`config.mk`:
```
export PLATFORM = sky130hd
export DESIGN_NAME = single_wire_bus_master
export DESIGN_NICKNAME = d
export VERILOG_FILES = /design/src/sv/swbm_pkg.sv /design/src/sv/single_wire_bus_master.sv
export SDC_FILE = /design/constraint.sdc
export NUM_CORES = 1
export LEC_CHECK = 0
export ABC_AREA = 1
export BUFFER_PORTS_ARGS = -buffer_cell sky130_fd_sc_hd__buf_2
export CAP_MARGIN = 20
export CORE_ASPECT_RATIO = 0.8
export CORE_MARGIN = 4
export CORE_UTILIZATION = 50
export CTS_BUF_LIST = sky130_fd_sc_hd__clkbuf_16
export CTS_CLUSTER_DIAMETER = 150
export DETAILED_ROUTE_END_ITERATION = 10
export PLACE_DENSITY = 0.68
export SLEW_MARGIN = 20
export SYNTH_ARGS = -nofsm -noshare
export SYNTH_HDL_FRONTEND = slang
export SYNTH_SLANG_ARGS = --single-unit
```
`constraint.sdc`:
```
create_clock -name clk -period 3.73 [get_ports clk]
set_clock_uncertainty 0.1 [all_clocks]
set_input_delay 0.5595 -clock clk [delete_from_list [all_inputs] [get_ports clk]]
set_output_delay 0.5595 -clock clk [all_outputs]
set_load 0.02 [all_outputs]
```
`src/sv/swbm_pkg.sv`:
```
// Types, codes and constants shared by the single-wire bus master.
package swbm_pkg;

	// Default depth of the byte buffer
	localparam int BUFFER_DEPTH_DEF = 16;

	// Item operation codes
	localparam logic [2:0] OP_WRITE = 3'd0;
	localparam logic [2:0] OP_START = 3'd1;
	localparam logic [2:0] OP_TICK  = 3'd2;
	localparam logic [2:0] OP_RISE  = 3'd3;
	localparam logic [2:0] OP_FALL  = 3'd4;

	// Bus phase
	localparam logic [1:0] PH_IDLE = 2'd0;
	localparam logic [1:0] PH_TX   = 2'd1;
	localparam logic [1:0] PH_RX   = 2'd2;

	// Completion status
	localparam logic [2:0] ST_NONE     = 3'd0;
	localparam logic [2:0] ST_TX_FAULT = 3'd1;
	localparam logic [2:0] ST_NO_PRES  = 3'd2;
	localparam logic [2:0] ST_RX_ERR   = 3'd3;
	localparam logic [2:0] ST_RX_DONE  = 3'd4;

	// Timer reload requests
	localparam logic [2:0] TA_NONE       = 3'd0;
	localparam logic [2:0] TA_NEXT_BIT   = 3'd1;
	localparam logic [2:0] TA_RX_START   = 3'd2;
	localparam logic [2:0] TA_RX_TIMEOUT = 3'd3;
	localparam logic [2:0] TA_RX_RESTART = 3'd4;
	localparam logic [2:0] TA_STOP       = 3'd5;

	// Configuration register indexes
	localparam logic [1:0] CFG_WIDTH_MIN = 2'd0;
	localparam logic [1:0] CFG_WIDTH_MID = 2'd1;
	localparam logic [1:0] CFG_WIDTH_MAX = 2'd2;
	localparam logic [1:0] CFG_PREAMBLE  = 2'd3;

	// Frame lengths in bit periods
	localparam logic [3:0] CMD_BITS  = 4'd13;
	localparam logic [3:0] BYTE_BITS = 4'd9;
	localparam logic [4:0] SLOT_MAX  = 5'd31;

	typedef struct packed {
		logic [2:0]  op;
		logic        bus_level;
		logic [15:0] pulse_width;
		logic [3:0]  write_index;
		logic [7:0]  write_byte;
		logic [15:0] command_word;
		logic [4:0]  send_count;
		logic [4:0]  receive_count;
	} item_t;

	typedef struct packed {
		logic       bus_drive;
		logic [1:0] mode;
		logic [2:0] status;
		logic [2:0] timer_action;
		logic [7:0] rx_byte;
		logic       rx_byte_valid;
		logic [3:0] rx_slot;
	} result_t;

endpackage

```
`src/sv/single_wire_bus_master.sv`:
```
// Single-wire bus master: event-driven transmit and receive sequencer with byte buffer.
//
// Usage: each item on the item channel is one event: a buffer byte write, a transfer
// start, a bit-timer tick (with the sampled line level) or a line edge (falling, or
// rising with the measured pulse width). Every accepted item yields exactly one result
// word carrying the driven level, the mode, the completion status, a timer reload
// request and, on a stored receive byte, the byte and its buffer slot.
// The result word is registered and appears in the cycle after acceptance. Throughput is
// one item per cycle unless stalled. The byte buffer is a synchronous memory whose
// registered read port is always pre-addressed at the next slot, with a bypass when
// the same slot is written in that cycle, so the transmit path never waits on it.
// The result register parts the two channels: while it holds a word that the receiver
// stalls, item_stall is raised and nothing is lost or repeated.
// Configuration (pulse width thresholds, preamble length) is written on the cfg channel,
// always ready; the user writes it only while the master is idle, the block does not check.
// Reset (arst_n low) returns to idle, drive low, all thresholds to their defaults;
// buffer contents are undefined until written.
module single_wire_bus_master #(
	parameter int BUFFER_DEPTH = swbm_pkg::BUFFER_DEPTH_DEF
) (
	input  logic             clk,
	input  logic             arst_n,
	input  logic             item_valid,
	output logic             item_stall,
	input  swbm_pkg::item_t  item,
	output logic             result_valid,
	input  logic             result_stall,
	output swbm_pkg::result_t result,
	input  logic             cfg_valid,
	output logic             cfg_ready,
	input  logic [1:0]       cfg_index,
	input  logic [15:0]      cfg_data
);
	import swbm_pkg::*;

	localparam int AW = (BUFFER_DEPTH > 1) ? $clog2(BUFFER_DEPTH) : 1;

	// configuration
	logic [15:0] width_min_q, width_mid_q, width_max_q;
	logic [3:0]  preamble_q;

	// control state
	logic [1:0]  phase_q, phase_d;
	logic        drive_q, drive_d;
	logic [3:0]  pre_cnt_q, pre_cnt_d;
	logic [3:0]  bit_cnt_q, bit_cnt_d;
	logic [15:0] shift_q, shift_d;
	logic [4:0]  slot_q, slot_d;
	logic        cmd_sent_q, cmd_sent_d;
	logic        bit_val_q, bit_val_d;
	logic        send_done_q, send_done_d;
	logic        wait_rise_q, wait_rise_d;
	logic [4:0]  tx_total_q, tx_total_d;
	logic [4:0]  rx_total_q, rx_total_d;
	logic [15:0] cmd_q, cmd_d;

	// buffer memory and its ports
	logic [7:0]    mem [BUFFER_DEPTH];
	logic          wr_en;
	logic [AW-1:0] wr_addr;
	logic [7:0]    wr_data;
	logic [AW-1:0] rd_addr;
	logic [7:0]    rd_data_q;
	logic          rd_oob_q;
	logic [AW+4:0] rd_wide;
	logic [AW+4:0] slot_wide;
	logic [AW+3:0] widx_wide;
	logic [7:0]    tx_byte;

	logic    accept;
	logic    res_valid_q;
	result_t res_d, res_q;
	logic    bit_in;

	assign accept     = item_valid && !item_stall;
	assign item_stall = res_valid_q && result_stall;
	assign cfg_ready  = 1'b1;

	assign rd_wide   = {{AW{1'b0}}, slot_d};
	assign rd_addr   = rd_wide[AW-1:0];
	assign slot_wide = {{AW{1'b0}}, slot_q};
	assign widx_wide = {{AW{1'b0}}, item.write_index};
	assign tx_byte   = rd_oob_q ? 8'd0 : rd_data_q;
	assign bit_in    = (item.pulse_width >= width_mid_q);

	// configuration registers
	always_ff @(posedge clk or negedge arst_n) begin
		if (!arst_n) begin
			width_min_q <= 16'd0;
			width_mid_q <= 16'd0;
			width_max_q <= 16'hFFFF;
			preamble_q  <= 4'd5;
		end else if (cfg_valid && cfg_ready) begin
			unique case (cfg_index)
				CFG_WIDTH_MIN: width_min_q <= cfg_data;
				CFG_WIDTH_MID: width_mid_q <= cfg_data;
				CFG_WIDTH_MAX: width_max_q <= cfg_data;
				CFG_PREAMBLE:  preamble_q  <= cfg_data[3:0];
			endcase
		end
	end

	// next state and result word for one event
	always_comb begin
		phase_d     = phase_q;
		drive_d     = drive_q;
		pre_cnt_d   = pre_cnt_q;
		bit_cnt_d   = bit_cnt_q;
		shift_d     = shift_q;
		slot_d      = slot_q;
		cmd_sent_d  = cmd_sent_q;
		bit_val_d   = bit_val_q;
		send_done_d = send_done_q;
		wait_rise_d = wait_rise_q;
		tx_total_d  = tx_total_q;
		rx_total_d  = rx_total_q;
		cmd_d       = cmd_q;
		wr_en       = 1'b0;
		wr_addr     = widx_wide[AW-1:0];
		wr_data     = item.write_byte;
		res_d       = '0;

		if (accept) begin
			unique case (item.op)
				OP_WRITE: begin
					if (32'(item.write_index) < 32'(BUFFER_DEPTH))
						wr_en = 1'b1;
				end
				OP_START: begin
					if (phase_q == PH_IDLE) begin
						cmd_d       = item.command_word;
						tx_total_d  = (32'(item.send_count) > 32'(BUFFER_DEPTH)) ?
							5'(BUFFER_DEPTH) : item.send_count;
						rx_total_d  = (32'(item.receive_count) > 32'(BUFFER_DEPTH)) ?
							5'(BUFFER_DEPTH) : item.receive_count;
						phase_d     = PH_TX;
						drive_d     = 1'b0;
						pre_cnt_d   = 4'd0;
						bit_cnt_d   = 4'd0;
						slot_d      = 5'd0;
						cmd_sent_d  = 1'b0;
						bit_val_d   = 1'b0;
						send_done_d = 1'b0;
						wait_rise_d = 1'b0;
						res_d.timer_action = TA_NEXT_BIT;
					end
				end
				OP_TICK: begin
					if (phase_q == PH_TX) begin
						if (drive_q) begin
							// high part of a bit: short circuit check, then preamble or bit end
							if (item.bus_level) begin
								phase_d = PH_IDLE;
								drive_d = 1'b0;
								res_d.status = ST_TX_FAULT;
								res_d.timer_action = TA_STOP;
							end else begin
								if (pre_cnt_q < preamble_q)
									pre_cnt_d = pre_cnt_q + 4'd1;
								else begin
									if (!bit_val_q)
										drive_d = 1'b0;
									bit_val_d = 1'b0;
								end
								res_d.timer_action = TA_NEXT_BIT;
							end
						end else if ((bit_cnt_q >= CMD_BITS) && item.bus_level) begin
							// presence slot left high
							phase_d = PH_IDLE;
							drive_d = 1'b0;
							res_d.status = ST_NO_PRES;
							res_d.timer_action = TA_STOP;
						end else if ((bit_cnt_q < CMD_BITS) && !item.bus_level) begin
							// line missing
							phase_d = PH_IDLE;
							drive_d = 1'b0;
							res_d.status = ST_TX_FAULT;
							res_d.timer_action = TA_STOP;
						end else if (send_done_q) begin
							drive_d     = 1'b0;
							phase_d     = PH_RX;
							slot_d      = 5'd0;
							bit_cnt_d   = 4'd0;
							wait_rise_d = 1'b0;
							res_d.timer_action = TA_RX_START;
						end else begin
							drive_d = 1'b1;
							res_d.timer_action = TA_NEXT_BIT;
							if (pre_cnt_q == 4'd0) begin
								bit_val_d  = 1'b0;
								cmd_sent_d = 1'b0;
								bit_cnt_d  = 4'd0;
								slot_d     = 5'd0;
							end else if (!cmd_sent_q) begin
								// command frame
								if (bit_cnt_q == 4'd0) begin
									shift_d   = cmd_q;
									bit_val_d = 1'b0;
									bit_cnt_d = bit_cnt_q + 4'd1;
								end else if (bit_cnt_q >= CMD_BITS) begin
									bit_cnt_d  = 4'd0;
									bit_val_d  = 1'b1;
									cmd_sent_d = 1'b1;
									if (slot_q >= tx_total_q)
										send_done_d = 1'b1;
								end else begin
									bit_val_d = shift_q[15];
									shift_d   = {shift_q[14:0], 1'b0};
									bit_cnt_d = bit_cnt_q + 4'd1;
								end
							end else begin
								// byte frame from the buffer
								if (bit_cnt_q == 4'd0) begin
									shift_d   = {8'd0, tx_byte};
									if (slot_q < SLOT_MAX)
										slot_d = slot_q + 5'd1;
									bit_val_d = 1'b0;
									bit_cnt_d = bit_cnt_q + 4'd1;
								end else if (bit_cnt_q >= BYTE_BITS) begin
									bit_cnt_d = 4'd0;
									bit_val_d = 1'b1;
									if (slot_q >= tx_total_q)
										send_done_d = 1'b1;
								end else begin
									bit_val_d = shift_q[7];
									shift_d   = {shift_q[14:0], 1'b0};
									bit_cnt_d = bit_cnt_q + 4'd1;
								end
							end
						end
					end else if (phase_q == PH_RX) begin
						// receive timeout
						phase_d = PH_IDLE;
						drive_d = 1'b0;
						res_d.status = ST_RX_ERR;
						res_d.timer_action = TA_STOP;
					end
				end
				OP_RISE: begin
					if ((phase_q == PH_RX) && wait_rise_q) begin
						wait_rise_d = 1'b0;
						res_d.timer_action = TA_RX_TIMEOUT;
						if ((item.pulse_width >= width_max_q) ||
							(item.pulse_width <= width_min_q)) begin
							phase_d = PH_IDLE;
							drive_d = 1'b0;
							res_d.status = ST_RX_ERR;
							res_d.timer_action = TA_STOP;
						end else begin
							bit_val_d = bit_in;
							if (bit_cnt_q == 4'd0) begin
								// start bit must decode as zero
								if (bit_in) begin
									phase_d = PH_IDLE;
									drive_d = 1'b0;
									res_d.status = ST_RX_ERR;
									res_d.timer_action = TA_STOP;
								end else begin
									shift_d   = 16'd0;
									bit_cnt_d = bit_cnt_q + 4'd1;
								end
							end else if (bit_cnt_q >= BYTE_BITS) begin
								// stop bit must decode as one
								if (!bit_in) begin
									phase_d = PH_IDLE;
									drive_d = 1'b0;
									res_d.status = ST_RX_ERR;
									res_d.timer_action = TA_STOP;
								end else if (rx_total_q == 5'd0) begin
									phase_d = PH_IDLE;
									drive_d = 1'b0;
									res_d.status = ST_RX_DONE;
									res_d.timer_action = TA_STOP;
								end else begin
									if (32'(slot_q) < 32'(BUFFER_DEPTH)) begin
										wr_en   = 1'b1;
										wr_addr = slot_wide[AW-1:0];
										wr_data = shift_q[7:0];
										res_d.rx_byte       = shift_q[7:0];
										res_d.rx_byte_valid = 1'b1;
										res_d.rx_slot       = slot_q[3:0];
									end
									if (slot_q < SLOT_MAX)
										slot_d = slot_q + 5'd1;
									bit_cnt_d = 4'd0;
									if (((slot_q < SLOT_MAX) ? slot_q + 5'd1 : slot_q) >= rx_total_q) begin
										phase_d = PH_IDLE;
										drive_d = 1'b0;
										res_d.status = ST_RX_DONE;
										res_d.timer_action = TA_STOP;
									end
								end
							end else begin
								shift_d   = {8'd0, shift_q[6:0], bit_in};
								bit_cnt_d = bit_cnt_q + 4'd1;
							end
						end
					end
				end
				OP_FALL: begin
					if ((phase_q == PH_RX) && !wait_rise_q) begin
						wait_rise_d = 1'b1;
						res_d.timer_action = TA_RX_RESTART;
					end
				end
				default: begin
				end
			endcase
		end

		res_d.bus_drive = drive_d;
		res_d.mode      = phase_d;
	end

	// control state registers
	always_ff @(posedge clk or negedge arst_n) begin
		if (!arst_n) begin
			phase_q     <= PH_IDLE;
			drive_q     <= 1'b0;
			pre_cnt_q   <= 4'd0;
			bit_cnt_q   <= 4'd0;
			shift_q     <= 16'd0;
			slot_q      <= 5'd0;
			cmd_sent_q  <= 1'b0;
			bit_val_q   <= 1'b0;
			send_done_q <= 1'b0;
			wait_rise_q <= 1'b0;
			tx_total_q  <= 5'd0;
			rx_total_q  <= 5'd0;
			cmd_q       <= 16'd0;
		end else begin
			phase_q     <= phase_d;
			drive_q     <= drive_d;
			pre_cnt_q   <= pre_cnt_d;
			bit_cnt_q   <= bit_cnt_d;
			shift_q     <= shift_d;
			slot_q      <= slot_d;
			cmd_sent_q  <= cmd_sent_d;
			bit_val_q   <= bit_val_d;
			send_done_q <= send_done_d;
			wait_rise_q <= wait_rise_d;
			tx_total_q  <= tx_total_d;
			rx_total_q  <= rx_total_d;
			cmd_q       <= cmd_d;
		end
	end

	// buffer write port
	always_ff @(posedge clk) begin
		if (wr_en)
			mem[wr_addr] <= wr_data;
	end

	// buffer read port, addressed at the next slot, bypassing a same-slot write
	always_ff @(posedge clk) begin
		if (wr_en && (wr_addr == rd_addr))
			rd_data_q <= wr_data;
		else
			rd_data_q <= mem[rd_addr];
		rd_oob_q <= (32'(slot_d) >= 32'(BUFFER_DEPTH));
	end

	// result register
	always_ff @(posedge clk or negedge arst_n) begin
		if (!arst_n)
			res_valid_q <= 1'b0;
		else if (accept)
			res_valid_q <= 1'b1;
		else if (!result_stall)
			res_valid_q <= 1'b0;
	end

	always_ff @(posedge clk) begin
		if (accept)
			res_q <= res_d;
	end

	assign result_valid = res_valid_q;
	assign result       = res_q;

	// checks
	a_idle_undriven: assert property (@(posedge clk) disable iff (!arst_n)
		(phase_q == PH_IDLE) |-> !drive_q)
		else $error("drive high while idle");

	a_rx_undriven: assert property (@(posedge clk) disable iff (!arst_n)
		(phase_q == PH_RX) |-> !drive_q)
		else $error("drive high while receiving");

	a_accept_result: assert property (@(posedge clk) disable iff (!arst_n)
		accept |=> result_valid)
		else $error("accepted word gave no result");

	a_status_stop: assert property (@(posedge clk) disable iff (!arst_n)
		(result_valid && (result.status != ST_NONE)) |-> (result.timer_action == TA_STOP))
		else $error("completion status without timer stop");

	a_state_hold: assert property (@(posedge clk) disable iff (!arst_n)
		!accept |=> ($stable(slot_q) && $stable(phase_q) && $stable(bit_cnt_q)))
		else $error("state moved without an accepted word");

endmodule
```
* Word level (Yosys, flattened, before mapping)
Memories as Yosys holds them, arrays and structs flattened. A register that Yosys moved wholly into a read port is not among the register bits. Index checks and enable logic that the tools add are counted.
Word-level totals: bits in registers 138, bits in writable memories 128, bits of input ports 81, memories 1
Memories:
- mem | words 16, bits a word 8, rd ports 1, clocked after memory_dff 1, write ports 1, line single_wire_bus_master.sv:58 | logic [7:0] mem [BUFFER_DEPTH];
Operators by class: add/subtract/negate cells 3, magnitude comparators 14, eq/ne operators 35, multiplexer cells 206, bitwise operators 5, reductions and logical operators 34
Operators with widths (count):
- $mux W16 | 16
- $mux W4 | 32
- $mux W5 | 22
- $mux W8 | 10
- $mux W1 | 78
- $mux W13 | 5
- $mux W6 | 7
- $mux W19 | 2
- $mux W2 | 18
- $ge A16 B16 Y1 | 2
- $pmux W16 S2 | 1
- $ne A2 B2 Y1 const B | 14
- $ne A3 B3 Y1 const B | 7
- $le A16 B16 Y1 | 1
- $ne A4 B4 Y1 const B | 4
- $pmux W5 S3 | 1
- $reduce_and A14 Y1 | 1
- $reduce_and A7 Y1 | 2
- $pmux W3 S4 | 1
- $pmux W4 S3 | 1
- $reduce_and A12 Y1 | 1
- $reduce_and A11 Y1 | 1
- $ge A5 B5 Y1 | 2
- $gt A5 B5 Y1 const B | 2
- other kinds (37) | 66

* Logic depth before layout (Yosys ltp)
word-level depth 13, gate-level depth with buffers 20

* Worst setup path before layout
Ideal clock, no wire load.
kind input -> register, from input result_stall, to memory mem[11][0], enable pin, library setup time 370 ps, data arrival time 2508 ps, data required time 3260 ps, setup slack 752 ps, stages on the path 11, path buffers 0, cells stage by stage nand2_1 > inv_1 > nor2_4 > inv_1 > nor2_2 > nand3_2 > nand2_1 > nand2_2 > nor2_1 > nand2_1 > nor2_1
On the way: word-level cells in the longest chain between the ends 6
RTL lines:
- start, declared | line single_wire_bus_master.sv:27 | input logic result_stall,
- $logic_and A1 B1 Y1 * | line single_wire_bus_master.sv:76 | assign item_stall = res_valid_q && result_stall;
- named net item_stall | line single_wire_bus_master.sv:24 | output logic item_stall,
- $logic_not A1 Y1 * | line single_wire_bus_master.sv:75 | assign accept = item_valid && !item_stall;
- $logic_and A1 B1 Y1 * | line single_wire_bus_master.sv:75
- named net accept | line single_wire_bus_master.sv:70 | logic accept;
- $mux W1 | line single_wire_bus_master.sv:123 | if (accept) begin
- $mux W1 | line single_wire_bus_master.sv:350 | if (wr_en)
- $mux W1 (implied by the code) | line single_wire_bus_master.sv:351 | mem[wr_addr] <= wr_data;
- end, declared | line single_wire_bus_master.sv:58
Mark *: on every way through the listed nets, which the timed path passes. The rest lies on a longest branch.

* Worst setup path after layout
from register width_max_q[7], to memory mem[7][2], enable pin
On the way: word-level cells in the longest chain between the ends 8
RTL lines:
- start, declared | line single_wire_bus_master.sv:39 | logic [15:0] width_min_q, width_mid_q, width_max_q;
- start signal, assigned | line single_wire_bus_master.sv:97 | CFG_WIDTH_MAX: width_max_q <= cfg_data;
- $ge A16 B16 Y1 * | line single_wire_bus_master.sv:243 | if ((item.pulse_width >= width_max_q) ||
- $logic_or A1 B1 Y1 * | line single_wire_bus_master.sv:243
- $mux W1 | line single_wire_bus_master.sv:243
- $mux W1 | line single_wire_bus_master.sv:240 | if ((phase_q == PH_RX) && wait_rise_q) begin
- $pmux W1 S2 | line single_wire_bus_master.sv:124 | unique case (item.op)
- $mux W1 | line single_wire_bus_master.sv:123
- $mux W1 | line single_wire_bus_master.sv:350
- $mux W1 (implied by the code) | line single_wire_bus_master.sv:351
Mark *: on every way between the ends. The rest lies on a longest branch, timed or not.

==> impl_metrics.csv <==
group,metric,value,unit
pwr,internal-power,5.38,mW
worst_setup_path,timing.rr.start,"width_max_q[7]",
min_path,hp-class,"input port to async pin",
clock_network,clkSinkCount,270,
sta,hold_viol_final,10,
clock_network,cts_resized,0,
sta,report.final.slew_viol_count,0,
pwr,power.switching,2.03,mW
synth,synth-edff-count,150,
worst_setup_path,startpoint,"width_max_q[7]",
worst_setup_path,end_kind,"flip-flop",
cells_and_area,n_antenna_cell,0,
sta,relSlewSlack,33.7,%
global_route,overflow,0,
route,wl_per_cell,16.8,µm
synth,synth_area,0.0137,mm²
clock_network,clkTransAtPathRegs,60,ps
sta,worst_slack,379,ps
placement,dp_slack,266,ps
worst_setup_path,critPathKind,"flip-flop to flip-flop",
route,vias,10700,
placement,dpl_cell_area,0.0148,mm²
sta,fin_crit_sh,89.8,%
pwr,power_leakage,7.09,nW
route,firstDrtPassIters,5,
route,dr.max_layer_used,"met4",
run_status,status,"finished with violations",
pwr,power_density,474,mW/mm²
synth,synth_cell_type_count,56,
floorplan,die_width,193,µm
worst_setup_path,r2r_cells,16,
route,drt_first_iter_violations,995,
synth,ys_dominant_reg_cell,"edfxtp_1",
synth,yosys_warnings,0,
global_route,grt_max_degree,58,
sta,worst_pin_slew,993,ps
floorplan,num_io_pins,106,
clock_network,post-cts-setup-buffers,0,
route,routed-wl-met2,13900,µm
synth,syn_area_per_cell,8.99,µm²
cells_and_area,mostFrequentLayoutCells,"319 x nand2_1, 207 x inv_1, 180 x nor2_1",
floorplan,row_count,53,
global_route,antenna_found_initial,0,
pwr,ir_drop,0.000350,V
worst_setup_path,cp-start-kind,"flip-flop",
pwr,p_total,7.41,mW
sta,rsz0062_at_grt,"no",
cells_and_area,design_area,0.0156,mm²
route,wirelength,33900,µm
clock_network,postCtsHoldBufs,0,
floorplan,start_util,51.5,%
placement,dpl.hpwl,24100,µm
route,wl_met3,2630,µm
cells_and_area,drive_gt1_share,15.1,%
pwr,power_frac_clock,35.6,%
cells_and_area,areaGrowthSynthToFinish,13.9,%
sta,fin_hold_ws,-14.8,ps
worst_setup_path,worstPathRequired,3870,ps
synth,ys_seq_elements,270,
clock_network,clk_latency,550,ps
sta,max_freq,0.298,GHz
sta,fin_crit,3350,ps
run_status,violations,"negative hold slack",
cells_and_area,num-nets-final,1794,
floorplan,fp.dieArea,0.0302,mm²
synth,netlist_instances,1526,
global_route,grt_pass1_vias,10200,
clock_network,cts-root-buf,"clkbuf_16",
worst_setup_path,r2r_slack,380,ps
cells_and_area,final_common_cell,"nand2_1",
synth,yosysTopAreaCellShare,32.8,%
global_route,grt_pass1_wl,55000,µm
sta,setup_viol,0,
worst_setup_path,path_max_fanout,10,
route,drc,0,
worst_setup_path,arrival,3490,ps
clock_network,clockBufferDepth,3,
route,drtAntennaViolNets,0,
synth,synth_area_leader_cell,"edfxtp_1",
placement,gp_congestion,0.924,
synth,ys_seq_area_share,54.7,%
floorplan,die_h,156,µm
clock_network,cts_tree,"done",
clock_network,cts_htree_levels,1,
synth,async_reset_ff_share,42.6,%
worst_setup_path,r2r-end,"mem[7][2]",
route,via_per_inst,5.27,
pwr,seqPwrFrac,48.3,%
route,m1WireLength,16600,µm
global_route,grtUsageTotal,22.4,%
clock_network,cts_buffers,27,
pwr,combPwrFrac,16.1,%
floorplan,coreArea,0.0267,mm²
flow_run,cap_violations,0,
placement,portBuffers,104,
sta,timing.setup.tns,0,ps
pwr,switching_share,27.5,%
synth,synthTopCellsByArea,"edfxtp_1 33%, dfrtp_1 18%, nand2_1 8.7%",
synth,synth_fp_nets,1674,
metal layers:
metal	vias to the layer above	GRT usage [%]
met1	4951	35.3
met3	57	3.37
met4	0	5.49
met5	-	0
li1	5277	-
met2	391	32.5
state kept, by name, indices dropped and copies added (netlist names), 5 cells and up, named ones only:
signal,flops
slot_q,5
rx_total_q,5
mem,128
cmd_q,16
shift_q,16
width_max_q,16
width_min_q,16
tx_total_q,5
result,22
width_mid_q,16
metrics by stage:
step / std cells / utilization [%] / hold slack [ps]
floorplan: 1526 / - / 164
global placement: 1974 / 55.4 / 359
detailed placement: 1974 / 55.4 / 364
CTS: 2024 / 58.6 / 9.11
global route: 2024 / 58.6 / 43.2
finish: 2024 / 58.6 / -14.8
worst max-delay path: stages (launching register included):
cell	delay, ps
dfstp_2	530
inv_1	50
ha_1	280
a21o_1	180
nor2_1	100
nand2_1	60
nand2_1	50
nand3_1	70
nor2_2	420
buf_4	270
nand3_4	180
nand2_4	140
inv_1	50
nor2_2	120
nand2_1	130
nor2_1	120
buf_4	180
kinds of logic (layout without fill, tap and decap cells):
group	Yosys count	count (layout)	share of synthesized area, %
AO/OA/AOI/OAI	285	285	11.6
XOR/XNOR	3	3	0.192
adder cells (fa/ha/maj)	67	67	6.11
buffers and inverters	254	395	7.18
flip-flops	270	270	54.7
multiplexers	8	8	0.584
other	1	1	0.0273
AND/OR/NAND/NOR	638	638	19.7
how the worst max path moves through the flow:
| stage | to | slack (ps) |
|---|---|---|
| 2_1_floorplan | mem[11][0] | 750 |
| 3_3_place_gp | mem[7][5] | 330 |
| 3_5_place_dp | mem[7][5] | 270 |
| 4_1_cts | mem[7][5] | 400 |
| 5_1_grt | mem[7][5] | 110 |
| 6_report | mem[7][2] | 380 |
final cells by class:
cell class,instances,area (µm²)
flip-flops and latches,270,7510
clock buffers,27,676
repair buffers,140,806
fillers,2321,11000
multi-input cells,1002,5230
clock inverters,23,188
inverters,205,769
well taps,357,447
cell usage after synthesis (2+ instances only):
cell	n
a21boi_0	3
a21boi_1	2
a21o_1	3
a21oi_1	57
a22oi_1	2
buf_1	3
buf_2	7
clkbuf_1	36
clkinv_1	2
dfrtp_1	97
dfstp_2	18
dfxtp_1	5
edfxtp_1	150
ha_1	67
inv_1	199
inv_2	4
mux2i_1	8
nand2_1	319
nand2_2	11
nand3_1	73
nand3_2	3
nand4_1	14
nor2_1	181
nor2_2	7
nor2_4	4
nor3_1	13
o211ai_1	13
o21ai_0	171
o21ai_1	2
o21ai_2	11
o21bai_1	2
o22ai_1	8
o41ai_1	2
or2_2	6
xor2_1	2
power by group through the flow:
stage               clock, mW  combinational, mW  sequential [mW]
finish                   2.64               1.19             3.58
CTS                      2.70               1.19             3.58
detailed placement          0               1.19             3.63
global route             2.83               1.38             3.61
floorplan                   0              0.811             3.61
global placement            0               1.16             3.63
Power figures use the tool's default switching activity.
